[config.mk]
export PLATFORM = sky130hd
export DESIGN_NAME = lpsh_hash
export DESIGN_NICKNAME = d
export VERILOG_FILES = /design/src/hdl/lpsh_pkg.sv /design/src/hdl/lpsh_hash.sv
export SDC_FILE = /design/constraint.sdc
export NUM_CORES = 1
export LEC_CHECK = 0
export CAP_MARGIN = 5
export CORE_UTILIZATION = 61
export CTS_BUF_LIST = sky130_fd_sc_hd__clkbuf_16
export CTS_CLUSTER_SIZE = 25
export DETAILED_ROUTE_END_ITERATION = 10
export DONT_BUFFER_PORTS = 1
export PLACE_DENSITY = 0.77
export SLEW_MARGIN = 20
export SYNTH_ARGS = -nofsm -noshare
export SYNTH_HDL_FRONTEND = slang
export SYNTH_SLANG_ARGS = --single-unit
[constraint.sdc]
create_clock -name clk -period 13.15 [get_ports clk]
set_input_delay 0.6575 -clock clk [delete_from_list [all_inputs] [get_ports clk]]
set_output_delay 0.6575 -clock clk [all_outputs]
set_load 0.005 [all_outputs]
[src/hdl/lpsh_pkg.sv]
// Shared types, constants and helpers for the linear probe string hash table.
// Used by lpsh_hash, the top level and the checker; depends on nothing.
`default_nettype none
package lpsh_pkg;

	// Default sizing, handed to the top level parameters
	localparam int MAX_CAPACITY_D = 1024;
	localparam int KEY_BYTES_D    = 32;
	localparam int VALUE_BITS_D   = 32;

	// Fixed port field widths
	localparam int CFG_W     = 4;
	localparam int S_TDATA_W = 40;
	localparam int M_TDATA_W = 88;
	localparam int OUT_VAL_W = 32;
	localparam int OUT_CNT_W = 11;
	localparam int OUT_LG_W  = 4;

	localparam logic [CFG_W-1:0] INIT_LOG2_RST = 4'd3;

	// FNV-1a 64: prime is 2^40 + 2^8 + 0xB3
	localparam logic [63:0] HASH_BASIS = 64'hCBF2_9CE4_8422_2325;
	localparam logic [7:0]  PRIME_LO   = 8'hB3;

	typedef enum logic [1:0] {
		ST_OK       = 2'd0,
		ST_MISSING  = 2'd1,
		ST_FULL     = 2'd2,
		ST_TOO_LONG = 2'd3
	} status_t;

	typedef struct packed {
		logic [63:0] hash;
		logic        ovf;
		logic        busy;
	} hash_stat_t;

	function automatic logic [63:0] fnv_mul(input logic [63:0] x);
		return (x << 40) + (x << 8) + (x * 64'(PRIME_LO));
	endfunction

endpackage
`default_nettype wire

[src/hdl/lpsh_hash.sv]
// Key byte front end: running FNV-1a 64 hash, key length and overflow flag.
// Depends on lpsh_pkg.
`default_nettype none
module lpsh_hash #(
	parameter int KEY_BYTES = lpsh_pkg::KEY_BYTES_D,
	localparam int LEN_W = $clog2(KEY_BYTES + 1)
) (
	input  wire logic              clk,
	input  wire logic              arst_n,
	input  wire logic              take,
	input  wire logic [7:0]        key_byte,
	input  wire logic              clear,
	output lpsh_pkg::hash_stat_t   stat,
	output logic      [LEN_W-1:0]  len
);

	logic [63:0]      h_q;
	logic [63:0]      hx_s1;
	logic             pend_q;
	logic [LEN_W-1:0] len_q;
	logic             ovf_q;

	always_ff @(posedge clk or negedge arst_n) begin
		if (!arst_n) begin
			h_q    <= lpsh_pkg::HASH_BASIS;
			pend_q <= 1'b0;
			len_q  <= '0;
			ovf_q  <= 1'b0;
		end else if (clear) begin
			h_q    <= lpsh_pkg::HASH_BASIS;
			pend_q <= 1'b0;
			len_q  <= '0;
			ovf_q  <= 1'b0;
		end else if (take) begin
			pend_q <= 1'b1;
			if (len_q < LEN_W'(KEY_BYTES)) begin
				len_q <= len_q + 1'b1;
			end else begin
				ovf_q <= 1'b1;
			end
		end else if (pend_q) begin
			h_q    <= lpsh_pkg::fnv_mul(hx_s1);
			pend_q <= 1'b0;
		end
	end

	// xor stage; multiply by the prime in the following cycle
	always_ff @(posedge clk) begin
		if (take) begin
			hx_s1 <= h_q ^ {56'd0, key_byte};
		end
	end

	assign stat.hash = h_q;
	assign stat.ovf  = ovf_q;
	assign stat.busy = pend_q;
	assign len       = len_q;

endmodule
`default_nettype wire

=== Yosys cells after proc, flatten, opt, wreduce, memory -nomap -nowiden ===
Index checks and enable logic that the tools add are counted.

* Add/sub/neg operators: 3
* Multiplexer cells: 11
* $mul: 1
* Divide/modulo/power cells: 0
* Shifts and indexed selects: 0
* Bitwise gates (word level): 1
* Reductions and logical operators: 6
* Magnitude comparators: 1
* Equality and inequality tests: 2

{| class="wikitable"
|+ Operator list
! kind !! count
|-
| 64-bit 2-to-1 mux || 3
|-
| 64-bit adder || 2
|-
| 64-bit by 8-bit multiplier with 64-bit output, second input constant || 1
|-
| 64-bit by 8-bit XOR with 64-bit output || 1
|-
| 6-bit 2-to-1 mux || 3
|-
| 6-bit by 1-bit adder with 6-bit output, second input constant || 1
|-
| 6-bit < comparator, second input constant || 1
|-
| 2-bit AND reduction || 3
|-
| 2-bit nonzero test || 3
|-
| 1-bit 2-to-1 mux || 5
|-
| 2-bit by 1-bit != test with 1-bit output, second input constant || 1
|-
| 2-bit != test, second input constant || 1
|}

* Word-level logic and storage cells: 30
* ROM bits: 0
* Memories: 0
* Bits in latches: 0
* Input port bits: 12
* Memory bits (writable): 0
* Register bits after elaboration: 136
* Output and inout port bits: 72

=== Depth between registers and ports, before layout ===
* Word-level depth: 5
* Gate-level depth with buffers: 20

=== Least setup slack after synthesis ===
OpenSTA, ideal clock, no wires.

* Kind: reg2reg
* Start: register hx_s1[9]
* End: register h_q[58]
* Arrival: 5047 ps
* Stages on the path, launching flop included: 19
* Slack: 7982 ps
* Setup time: 122 ps
* Data required time: 13028 ps
* Cell sequence: edfxtp_1 > fa_1 > ha_1 > fa_1 > fa_1 > inv_1 > fa_1 > inv_1 > ha_1 > clkbuf_1 > a21oi_1 > o21ai_1 > a221oi_1 > o21ai_0 > a21oi_1 > o31ai_4 > a2111o_1 > a21o_1 > a32o_1

* Word-level cells in the longest chain between the ends: 5
* Elaborated cells between the ends (all ways): 6
* Those cells by class: 2 x add/sub; 1 x mul; 3 x mux

{| class="wikitable"
|+ Ends and longest elaborated chain
! element !! RTL line !! source
|-
| start, declared || lpsh_hash.sv:18 || <nowiki>logic [63:0] hx_s1;</nowiki>
|-
| start signal, assigned || lpsh_hash.sv:50 || <nowiki>hx_s1 <= h_q ^ {56'd0, key_byte};</nowiki>
|-
| 64-bit by 8-bit multiplier with 64-bit output or 64-bit adder (tied branches) || lpsh_pkg.sv:39 || <nowiki>return (x << 40) + (x << 8) + (x * 64'(PRIME_LO));</nowiki>
|-
| 64-bit adder * || lpsh_pkg.sv:39 ||
|-
| 64-bit 2-to-1 mux * || lpsh_hash.sv:41 || <nowiki>end else if (pend_q) begin</nowiki>
|-
| 64-bit 2-to-1 mux * || lpsh_hash.sv:34 || <nowiki>end else if (take) begin</nowiki>
|-
| 64-bit 2-to-1 mux * || lpsh_hash.sv:29 || <nowiki>end else if (clear) begin</nowiki>
|-
| end signal, assigned || lpsh_hash.sv:25 || <nowiki>h_q <= lpsh_pkg::HASH_BASIS;</nowiki>
|-
| end signal, assigned || lpsh_hash.sv:30 || <nowiki>h_q <= lpsh_pkg::HASH_BASIS;</nowiki>
|-
| end signal, assigned || lpsh_hash.sv:42 || <nowiki>h_q <= lpsh_pkg::fnv_mul(hx_s1);</nowiki>
|-
| end, declared || lpsh_hash.sv:17 || <nowiki>logic [63:0] h_q;</nowiki>
|}

Every way passes the cells marked *; elsewhere a longest branch is shown, timed or not. The select of a mux whose other input is x is not followed.
A chain may end at the register's enable or synchronous reset.

=== Worst setup path after layout ===
* Start: register hx_s1[5]
* End: register h_q[61]

The elaborated chain is that of the path after synthesis.

==> results.md <==
* Overflow after GRT at 0
* Post-CTS Setup Bufs at 0
* Synthesis-stage register bit count at 136
* Worst Hold Class: in2async
* Setup violations, final at 0
* Data required, critical path at 13.43 ns
* GRT Util Overall at 32.3%
* Synth Warn # at 0
* CP Class: reg2reg
* R2R Path End: h_q[61]
* Drt pass-1 iters at 5
* Setup TNS at 0 ns
* Slew Limit Fails at 0
* Final setup margin at 6.91 ns
* Routed wire length at 39,300 um
* HPWL Detailed at 29,900 um
* Drt drc at 0
* # diodes at 0
* Drt initial violations at 913
* Vias at 10,400
* Antenna violations before repair at 0
* Crit path DAT at 6.52 ns
* Share of layout cells above drive strength 1 at 6.39%
* Register area share after synthesis at 24.0%
* DRT antenna net count at 0
* Highest Clock Rate at 160 MHz
* CTS tree: done
* Post-synthesis cell type count at 71
* CTS clk-pin slew, worst paths at 0.07 ns
* Num CTS Buffers at 17
* Cell taking the most area after synthesis: fa_1
* H-tree depth at 4
* Slew @ Worst Pin at 0.939 ns
* Ys flop type: edfxtp_1
* Pre-CTS WS at 7.12 ns
* Outcome: finished clean
* Largest net degree at the start of global routing at 68
* Final hold violations at 0
* Crit start category: register
* Yosys top cell area share at 31.8%
* Synthesized area per cell at 11.5 um^2
* Layout Nets at 1,834
* Vias in the first global route at 11,300
* Post-synthesis cell count at 1,360
* Commonest non-fill, non-tap cell in the layout: fa_1
* R2R depth at 19
* CP max FO at 7
* R2R Path Start: hx_s1[5]
* Clock root buffer: clkbuf_16
* Syn-to-layout area delta at 5.43%
* IO Pins at 84
* Clock tree buffer depth at 2
* Most frequent cells in the layout: 249 x fa_1, 224 x ha_1, 173 x inv_1
* Final Cycle Share at 47.5%
* Initial Utilization at 62.2%
* Die width at 162 um
* Unrepaired setup endpoints after global routing: no
* Die Ht at 162 um
* Gpl congestion at 0.976
* Routed WL per cell at 23.2 um
* Worst-skew pair later-pin latency at 0.44 ns
* Cell Area, Synth at 0.0157 mm^2
* PortBufs at 0
* First-pass GRT wire length at 62,700 um
* Clk sink count at 136
* CORE AREA at 0.0252 mm^2
* Element type at the critical path end: register
* Min Tclk post-route at 6.24 ns
* Max-cap violations at 0
* Relative slew slack at 37.4%
* Syn_nets at 1,845
* Async set-reset flop share out of synthesis at 52.9%
* EDFF count, synth at 64
* Via/cell ratio at 6.17
* Num rows at 58
* Largest cells by area after synthesis: fa_1 32%, ha_1 18%, edfxtp_1 12%
* Reg2reg setup slack at 6.91 ns
* Die area at 0.0263 mm^2
* Worst clock skew at 0.0159 ns
[per-layer routing]
layer  part of all wire [%]  GRT usage (%)  wire length (um)  vias up
met2                     48           52.7             18800      412
met4                    3.9           13.0              1530        0
li1                       -              -                 -     4591
met5                      0              0                 0        -
met3                    7.7           6.66              3010       92
met1                     41           42.4             16000     5349
[state kept, by name, indices dropped and copies added (netlist names)]
name	cells
len	6
pend_q	1
hx_s1	64
ovf_q	1
h_q	64
[through the flow]
step | hold slack [ns] | utilization, % | area, um^2 | instances
floorplan | 0.362 | - | 15700 | 1360
global placement | 0.367 | 63.3 | 15900 | 1659
detailed placement | 0.366 | 63.3 | 15900 | 1659
CTS | 0.0588 | 65.6 | 16500 | 1692
global route | 0.0576 | 65.6 | 16500 | 1692
finish | 0.0648 | 65.6 | 16500 | 1692
[logic make-up after synthesis]
logic type	after synthesis	synth area share (%)
AO/OA/AOI/OAI	253	10.5
adder cells (fa/ha/maj)	473	49.7
multiplexers	2	0.128
AND/OR/NAND/NOR	220	6.47
flip-flops	136	24.0
buffers and inverters	205	5.25
XOR/XNOR	71	3.97
[cell usage after synthesis (3+ instances only)]
library cell and instances:
nand2b_1 5, o21a_1 9, edfxtp_1 64, ha_1 224, o22ai_1 5, buf_2 8
and3_1 6, o31ai_1 7, o21ai_1 7, nor2b_1 3, or2_2 6, nand2_1 79
xnor2_1 42, nor2_1 68, o21ai_0 47, nand3_1 17, dfrtp_1 44, clkbuf_1 17
a21oi_2 3, a32o_1 3, fa_1 249, inv_1 171, o22a_1 3, a211oi_1 4
dfstp_2 28, nand4_1 11, o2111ai_1 3, xor2_1 29, a21o_1 20, a21oi_1 91
buf_4 4, nor4_1 3, a22o_1 5, o21bai_1 10, a31oi_1 4, nor3_1 9
buf_6 3, o211ai_1 5
[worst max path at each step]
stage,from,to,slack (ns),cells after the start
2_1_floorplan,hx_s1[9],h_q[58],7.98,18
3_3_place_gp,hx_s1[5],h_q[61],7.27,19
3_5_place_dp,hx_s1[5],h_q[61],7.12,19
4_1_cts,hx_s1[5],h_q[61],7.04,19
5_1_grt,hx_s1[7],h_q[61],6.71,18
6_report,hx_s1[5],h_q[61],6.91,19
[cell type report]
cell class	count	area, um^2
Inverter	171	642
Multi-Input combinational cell	1019	11100
Sequential cell	136	3760
Tap cell	330	413
Clock buffer	19	475
Clock inverter	13	75.1
Fill cell	1878	8660
Timing Repair Buffer	4	50.0
[critical path, stage by stage (launching register included)]
cell and delay, ns:
edfxtp_1 0.60, ha_1 0.41, ha_1 0.29, inv_1 0.07
fa_1 0.44, fa_1 0.55, inv_1 0.04, ha_1 0.29
inv_1 0.06, fa_1 0.44, nand2b_1 0.21, a211oi_1 0.54
o21ai_0 0.35, a21oi_1 0.44, o31ai_1 0.26, o31ai_2 0.38
a31oi_1 0.20, o2111ai_1 0.26, xnor2_1 0.16, o21ai_1 0.07
[repair_timing]
item | in CTS | in global routing
hold endpoints to repair | 44 | 0
resized for setup | 0 | 0
hold buffers | 1 | 0
Power is left out: the tool's default activity adds up to more than one toggle a clock period on the data nets, which glitch-free logic cannot reach.
