`config.mk`:
```
export PLATFORM = sky130hd
export DESIGN_NAME = lpsh_ram
export DESIGN_NICKNAME = d
export VERILOG_FILES = /design/src/hdl/lpsh_ram.sv
export SDC_FILE = /design/constraint.sdc
export NUM_CORES = 1
export LEC_CHECK = 0
export BUFFER_PORTS_ARGS = -buffer_cell sky130_fd_sc_hd__buf_2
export CORE_MARGIN = 2
export CORE_UTILIZATION = 30
export CTS_BUF_LIST = sky130_fd_sc_hd__clkbuf_4 sky130_fd_sc_hd__clkbuf_8
export CTS_CLUSTER_SIZE = 14
export DETAILED_ROUTE_END_ITERATION = 7
export PLACE_DENSITY = 0.49
export REMOVE_ABC_BUFFERS = 1
export SETUP_SLACK_MARGIN = 0.15
export SLEW_MARGIN = 15
export SYNTH_ARGS = -nofsm -noshare
export SYNTH_HDL_FRONTEND = slang
export SYNTH_SLANG_ARGS = --single-unit
```
`constraint.sdc`:
```
create_clock -name clk -period 4.5 [get_ports clk]
set_input_delay 0.225 -clock clk [delete_from_list [all_inputs] [get_ports clk]]
set_output_delay 0.225 -clock clk [all_outputs]
set_load 0.02 [all_outputs]
```
`src/hdl/lpsh_ram.sv`:
```
// Generic single write port, single read port RAM with registered read data.
// Depends on nothing.
`default_nettype none
module lpsh_ram #(
	parameter int WIDTH = 8,
	parameter int DEPTH = 32
) (
	input  wire logic                     clk,
	input  wire logic                     we,
	input  wire logic [$clog2(DEPTH)-1:0] waddr,
	input  wire logic [WIDTH-1:0]         wdata,
	input  wire logic [$clog2(DEPTH)-1:0] raddr,
	output logic      [WIDTH-1:0]         rdata
);

	logic [WIDTH-1:0] mem_q [DEPTH];

	always_ff @(posedge clk) begin
		if (we) begin
			mem_q[waddr] <= wdata;
		end
		rdata <= mem_q[raddr];
	end

endmodule
`default_nettype wire

```
# ---- Word-level counts from Yosys, hierarchy flattened
# Memories as Yosys holds them, arrays and structs flattened. A register that Yosys moved wholly into a read port is not among the register bits.
# Index checks and enable logic that the tools add are counted.
dict set report classes {
  mux 2
}
# op count
set op_table {}
lappend op_table {{1-bit 2-to-1 mux} 2}
dict set report totals {
  regBits 0
  mem_bits_rw 256
  output_inout_bits 8
  memories 1
}
# memory depth width rd rd_ports_with_merged_regs wr line_no
set mem_list {}
lappend mem_list {mem_q 32 8 1 1 1 16} ;# logic [WIDTH-1:0] mem_q [DEPTH];

# ---- Longest topological paths before layout
# Gate-level depths: netlist of the first run.
dict set report depth {
  depth_word 2
  mapped_depth 5
  depth_no_buf 3
}

# ---- Worst setup path after synthesis of the first run
# Ideal clock, no wire load.
dict set report synth_path {
  kind {in2reg}
  startpoint {input port raddr[2]}
  endpoint {register rdata[0], read port of mem_q}
  setup_ns 0.121
  t_arrival_ns 1.907
  setup_slack_ns 2.473
  path_stages 5
  path_buffers 2
  path_cell_list {clkbuf_1 > clkbuf_1 > mux4_2 > mux4_2 > mux2_2}
}
# item line_no
set synth_rtl {}
lappend synth_rtl {{start, declared} 12} ;# input wire logic [$clog2(DEPTH)-1:0] raddr,
lappend synth_rtl {{end, declared} 13} ;# output logic [WIDTH-1:0] rdata

==> impl_metrics.yaml, run 1 <==
power_and_ir_drop:
  power.leakage_nw: 3.55
  sw_frac_of_total_pct: 21.2
  pwr-share-seq_pct: 54.5
  p_clk_share_pct: 40.2
  p_int_mw: 3.97
  p_per_area_nw_per_um2: 437
  combPwrFrac_pct: 5.2
  ir_drop_uv: 153
  p_sw_mw: 1.07
  power_mw: 5.04
placement:
  routabilityCongestion: 0.723
  dp_hpwl_um: 13300
  dp_slack_ns: 1.59
  placed_cell_area_um2: 10700
  io_buffers: 27
  dp_cells: 875
final_layout:
  drive_gt1_share_pct: 38.4
  fillers: 3072
  layout_commonest_cell: "edfxtp_1"
  fin_area_um2: 11500
  num-nets-final: 491
  final_cell_mix: "edfxtp_1, mux4_2, clkbuf_8, nor2_1, buf_2"
  utilization_pct: 34.6
  fin_cells: 954
  syn2layout_area_growth_pct: 14.6
detailed_routing:
  via_per_inst: 4.65
  drt-total-wl_um: 22300
  vias: 4435
  ant_nets: 0
  wire_per_inst_um: 23.4
  first_iter_violations: 402
  first_pass_iters: 4
  drc_errors: 0
worst_setup_path:
  r2r_slack_ns: 2.66
  crit_arrival_ns: 2.71
  reg2regPathDepth: 3
  required_ns: 4.92
  critPathKind: "input pin to flop"
  r2r_end: "rdata[4]"
  slowest_stage: "buf_4"
  crit_path_cell_trace: "buf_4 -> buf_4 -> mux4_2 -> mux4_2 -> mux2_2"
  setup.worst_path.end_class: "flop"
  worstPathMaxFanout: 49
  r2r_start: "mem_q[24][4]"
  crit_path_max_incr_delay_ns: 0.74
  startpoint_type: "input pin"
die:
  pin_count: 28
  die_height_um: 187
  rows: 67
  fp.coreArea_um2: 33300
  die_area_um2: 35000
  start_util_pct: 30.2
  die_w_um: 187
grt:
  grt_pass1_vias: 4875
  grt_max_degree: 50
  grt_pass1_wl_um: 32800
  antenna_found_initial: 5
  grt-ovfl-total: 0
  track_usage_pct: 12.9
job:
  cap_violations: 0
sta:
  finalHoldViolCount: 0
  layout_setup_ws_ns: 2.20
  hold_ws_ns: 0.190
  tightestPinTransition_ns: 1.14
  post-route-period-util_pct: 51.0
  relSlewSlack_pct: 23.9
  final_max_slew_viol_count: 0
  setup_viol: 0
  post-route-min-period_ns: 2.30
  rsz0062_at_grt: "false"
  finClkSkew_ns: 0.0119
  max_freq_mhz: 436
  fin_setup_tns_ns: 0
clock_network:
  hold_buffers: 0
  post_cts_buffers: 0
  h-tree-depth: 2
  clock-root-buffer: "clkbuf_8"
  cts_tree: "built"
  clock-sinks: 264
  clkTransAtPathRegs_ns: 0.06
  clk-insertion-delay-late_ns: 0.54
  clk_path_buf_depth: 3
  numCtsBuffers: 42
  ctsResizeCount: 0
logic_synthesis:
  ys_warn_count: 0
  synth-simple-area-share_pct: 2.07
  syn_inst: 417
  synthAdderAreaFrac_pct: 0
  ys_types: 15
  netlist_area_um2: 10100
  synth_compound_area_share_pct: 0
  synth_top_family_by_area: "multiplexers"
  synth_seq_cells: 264
  postSynthAreaPerCell_um2: 24.1
  ys_seq_area_share_pct: 78.1
  synthXorXnorAreaFrac_pct: 0
  synth.area.mux_share_pct: 18.8
worst_hold_path:
  hp-start: "raddr[3]"
  hold-path-cell-count: 2
  hp-class: "input pin to flop"
  worstHoldEndpoint: "rdata[3]"
status:
  outcome: "complete, no violations"
-- worst max path at each step --
stage / startpoint / to / slack (ns)
floorplan: mem_q[31][0] / rdata[0] / 2.89
global placement: raddr[0] / rdata[0] / 1.63
detailed placement: raddr[0] / rdata[7] / 1.59
CTS: raddr[0] / rdata[7] / 2.16
global route: raddr[0] / rdata[0] / 2.03
finish: raddr[0] / rdata[7] / 2.20
-- state kept, by name, indices dropped and copies added, names as in the netlist --
signal / cells
mem_q: 256
rdata: 8
-- layer usage --
layer / track usage (%) / routed length (um) / up-vias
li1: - / - / 1895
met1: 17.2 / 9790 / 2369
met2: 20.9 / 10800 / 137
met3: 3.71 / 1380 / 32
met4: 3.45 / 371 / 2
met5: 0 / 13 / -
-- Yosys cell counts, drive strengths merged --
| library cell | count | area [um^2] |
|---|---|---|
| or3 | 1 | 6.26 |
| or3b | 3 | 26.3 |
| mux2 | 8 | 90.1 |
| dfxtp | 8 | 160 |
| nand3b | 5 | 37.5 |
| nand2 | 1 | 3.75 |
| edfxtp | 256 | 7690 |
| nor2 | 33 | 124 |
| clkbuf | 6 | 22.5 |
| mux4 | 80 | 1800 |
| nand3 | 2 | 10.0 |
| buf | 14 | 83.8 |
-- cells by family after synthesis --
family        count (synthesis)
flops                       264
mux                          88
buf+inv                      20
simple gates                 45
-- power by group through the flow --
stage                     clock network (mW)  logic, mW  registers (mW)
after floorplan                            0      0.114            2.81
after global placement                     0      0.264            2.80
after detailed placement                   0      0.272            2.80
after CTS                               2.09      0.272            2.75
after global routing                    2.19      0.285            2.75
final                                   2.03      0.264            2.75
-- area by class of cell --
| type | count | area (um^2) | area share [%] |
|---|---|---|---|
| multi-input cells | 133 | 2100 | 18.2 |
| clock inverters | 12 | 82.6 | 0.716 |
| well taps | 448 | 561 | 4.86 |
| clock buffers | 64 | 756 | 6.56 |
| diodes | 3 | 7.51 | 0.0651 |
| flip-flops and latches | 264 | 7850 | 68.1 |
| repair buffers | 30 | 173 | 1.50 |
-- worst max-delay path: cells and delay by family --
family / cells / cell delay (ns)
mux: 3 / 1.29
buf+inv: 2 / 1.12
Power figures use the tool's default switching activity.
==> run 2, diff against run 1 <==
--- a/config.mk
+++ b/config.mk
@@ -11,7 +11,7 @@
 export CTS_BUF_LIST = sky130_fd_sc_hd__clkbuf_4 sky130_fd_sc_hd__clkbuf_8
 export CTS_CLUSTER_SIZE = 14
 export DETAILED_ROUTE_END_ITERATION = 7
-export PLACE_DENSITY = 0.49
+export PLACE_DENSITY = 0.51
 export REMOVE_ABC_BUFFERS = 1
 export SETUP_SLACK_MARGIN = 0.15
 export SLEW_MARGIN = 15
==> constraint.sdc (replaced) <==
create_clock -name clk -period 1.9 [get_ports clk]
set_input_delay 0.095 -clock clk [delete_from_list [all_inputs] [get_ports clk]]
set_output_delay 0.095 -clock clk [all_outputs]
set_load 0.02 [all_outputs]
==> run 2 against run 1 <==
Compared with the run above: clock skew is 0.017 ns higher; non-clock buffer count increased by 44; utilization rose by 1.4 points; cell area up 4.1%; first-iteration DRC count increased by 0.75%; die area stayed put; power up 140%; register-to-register slack worse by 2.6 ns; sequential share of layout area fell by 2.7 points; cell count is 4.4% higher; worst hold slack got worse by 0.16 ns; critical endpoint is now rdata[2]; largest power group unchanged.
==> impl_metrics.yaml, run 2 (synthesis gave the netlist of run 1 again) <==
detailed_routing:
  drc_errors: 0
  drt-total-wl_um: 22400
  wire_per_inst_um: 22.5
  via_per_inst: 4.65
  ant_nets: 0
  vias: 4630
  first_pass_iters: 4
  first_iter_violations: 405
worst_setup_path:
  cp_common_cell: "mux4_2"
  cp_num_buf_inv: 0
  crit_path_cell_trace: "mux4_2 -> mux4_2 -> mux2_4"
  startpoint_type: "flop"
  crit_family: "multiplexers"
  required_ns: 2.33
  critPathLaunch: "mem_q[7][2]"
  r2r_start: "mem_q[7][2]"
  crit_path_max_incr_delay_ns: 0.57
  critPathKind: "flop to flop"
  worstPathMaxFanout: 1
  setup.worst_path.end_class: "flop"
  slowest_stage: "mux4_2"
  crit_arrival_ns: 2.30
placement:
  routabilityCongestion: 0.721
  dp_hpwl_um: 14000
  io_buffers: 27
  dp_cells: 919
clock_network:
  clk-insertion-delay-late_ns: 0.53
  numCtsBuffers: 43
  clock-root-buffer: "clkbuf_8"
  cts_tree: "built"
  clk_path_buf_depth: 3
  h-tree-depth: 2
  clock-sinks: 264
  clkTransAtPathRegs_ns: 0.06
grt:
  track_usage_pct: 13.1
  grt-ovfl-total: 0
  antenna_found_initial: 0
  grt_pass1_vias: 4886
  grt_max_degree: 33
  grt_pass1_wl_um: 33300
power_and_ir_drop:
  power.leakage_nw: 3.85
  ir_drop_uv: 458
  p_per_area_nw_per_um2: 1000
  power_mw: 12.0
sta:
  tightestPinTransition_ns: 0.658
  rsz0062_at_grt: "true"
  post-route-min-period_ns: 1.87
  finalHoldViolCount: 0
  max_freq_mhz: 535
  setup_viol: 0
  fin_setup_tns_ns: 0
  post-route-period-util_pct: 98.5
  relSlewSlack_pct: 56.1
  final_max_slew_viol_count: 0
  finClkSkew_ns: 0.0290
  hold_ws_ns: 0.0324
final_layout:
  drive_gt1_share_pct: 42.5
  regMostFlops: "mem_q"
  num-nets-final: 536
  fin_cells: 996
  num_antenna_cells: 0
  syn2layout_area_growth_pct: 19.4
  top_regs: "mem_q: 256 flops, rdata: 8 flops"
  largest_register_ffs: 256
  layout_commonest_cell: "edfxtp_1"
  final_cell_mix: "edfxtp_1, mux4_2, clkbuf_8, buf_4, nor2_1"
die:
  pin_count: 28
  fp.coreArea_um2: 33300
  die_w_um: 187
  die_area_um2: 35000
  die_height_um: 187
  start_util_pct: 30.2
  rows: 67
status:
  outcome: "complete, no violations"
job:
  cap_violations: 0
worst_hold_path:
  hp-class: "input pin to flop"
  hp-start: "raddr[3]"
==> run 2: changes by cell type in the layout (fill, tap and decap cells not counted), sizes merged <==
cell      before  now
buf           30   74
clkbuf        64   58
clkinv        10   18
clkinvlp       1    0
diode          3    0
==> run 2: metrics by stage <==
| step | utilization (%) | cell area (um^2) | worst slack [ns] |
|---|---|---|---|
| after floorplan | - | 9950 | 0.287 |
| after global placement | 33.4 | 11100 | -0.192 |
| after detailed placement | 33.4 | 11100 | -0.204 |
| after CTS | 36.0 | 12000 | 0.0187 |
| after global routing | 36.1 | 12000 | 0.000503 |
| final | 36.1 | 12000 | 0.0292 |
==> run 2: what timing repair did <==
item                       4_1_cts  5_1_grt
gates resized for setup          5        1
setup endpoints to repair        8        8
buffers inserted                 0        0
hold buffers                     0        0
hold endpoints to repair         0        0
==> run 2: layer usage <==
layer,share of wire [%],up-vias,GRT usage [%]
li1,-,1982,-
met1,47,2462,19.1
met2,45,144,19.2
met3,6.3,42,3.34
met4,2.5,0,4.43
met5,0,-,0
==> run 2: power by group <==
part | switching [mW] | total (mW) | internal, mW | leakage (nW)
Combinational | 0.375 | 0.691 | 0.316 | 1.02
Sequential | 0.0350 | 6.51 | 6.48 | 2.37
Clock | 2.14 | 4.81 | 2.67 | 0.457
Total | 2.55 | 12.0 | 9.47 | 3.85
==> run 2: layout make-up <==
type / count / area, um^2
Clock buffer: 58 / 742
Fill cell: 3039 / 21300
Timing Repair Buffer: 74 / 616
Clock inverter: 19 / 113
Tap cell: 448 / 561
Sequential cell: 264 / 7850
Multi-Input combinational cell: 133 / 2120
==> run 2: final timing paths <==
check	to	slack (ns)	cells past startpoint
worst min register to register	rdata[4]	0.90	3
worst max register to register	rdata[2]	0.03	3
worst min-delay path	rdata[6]	0.03	2
worst max-delay path	rdata[2]	0.03	3
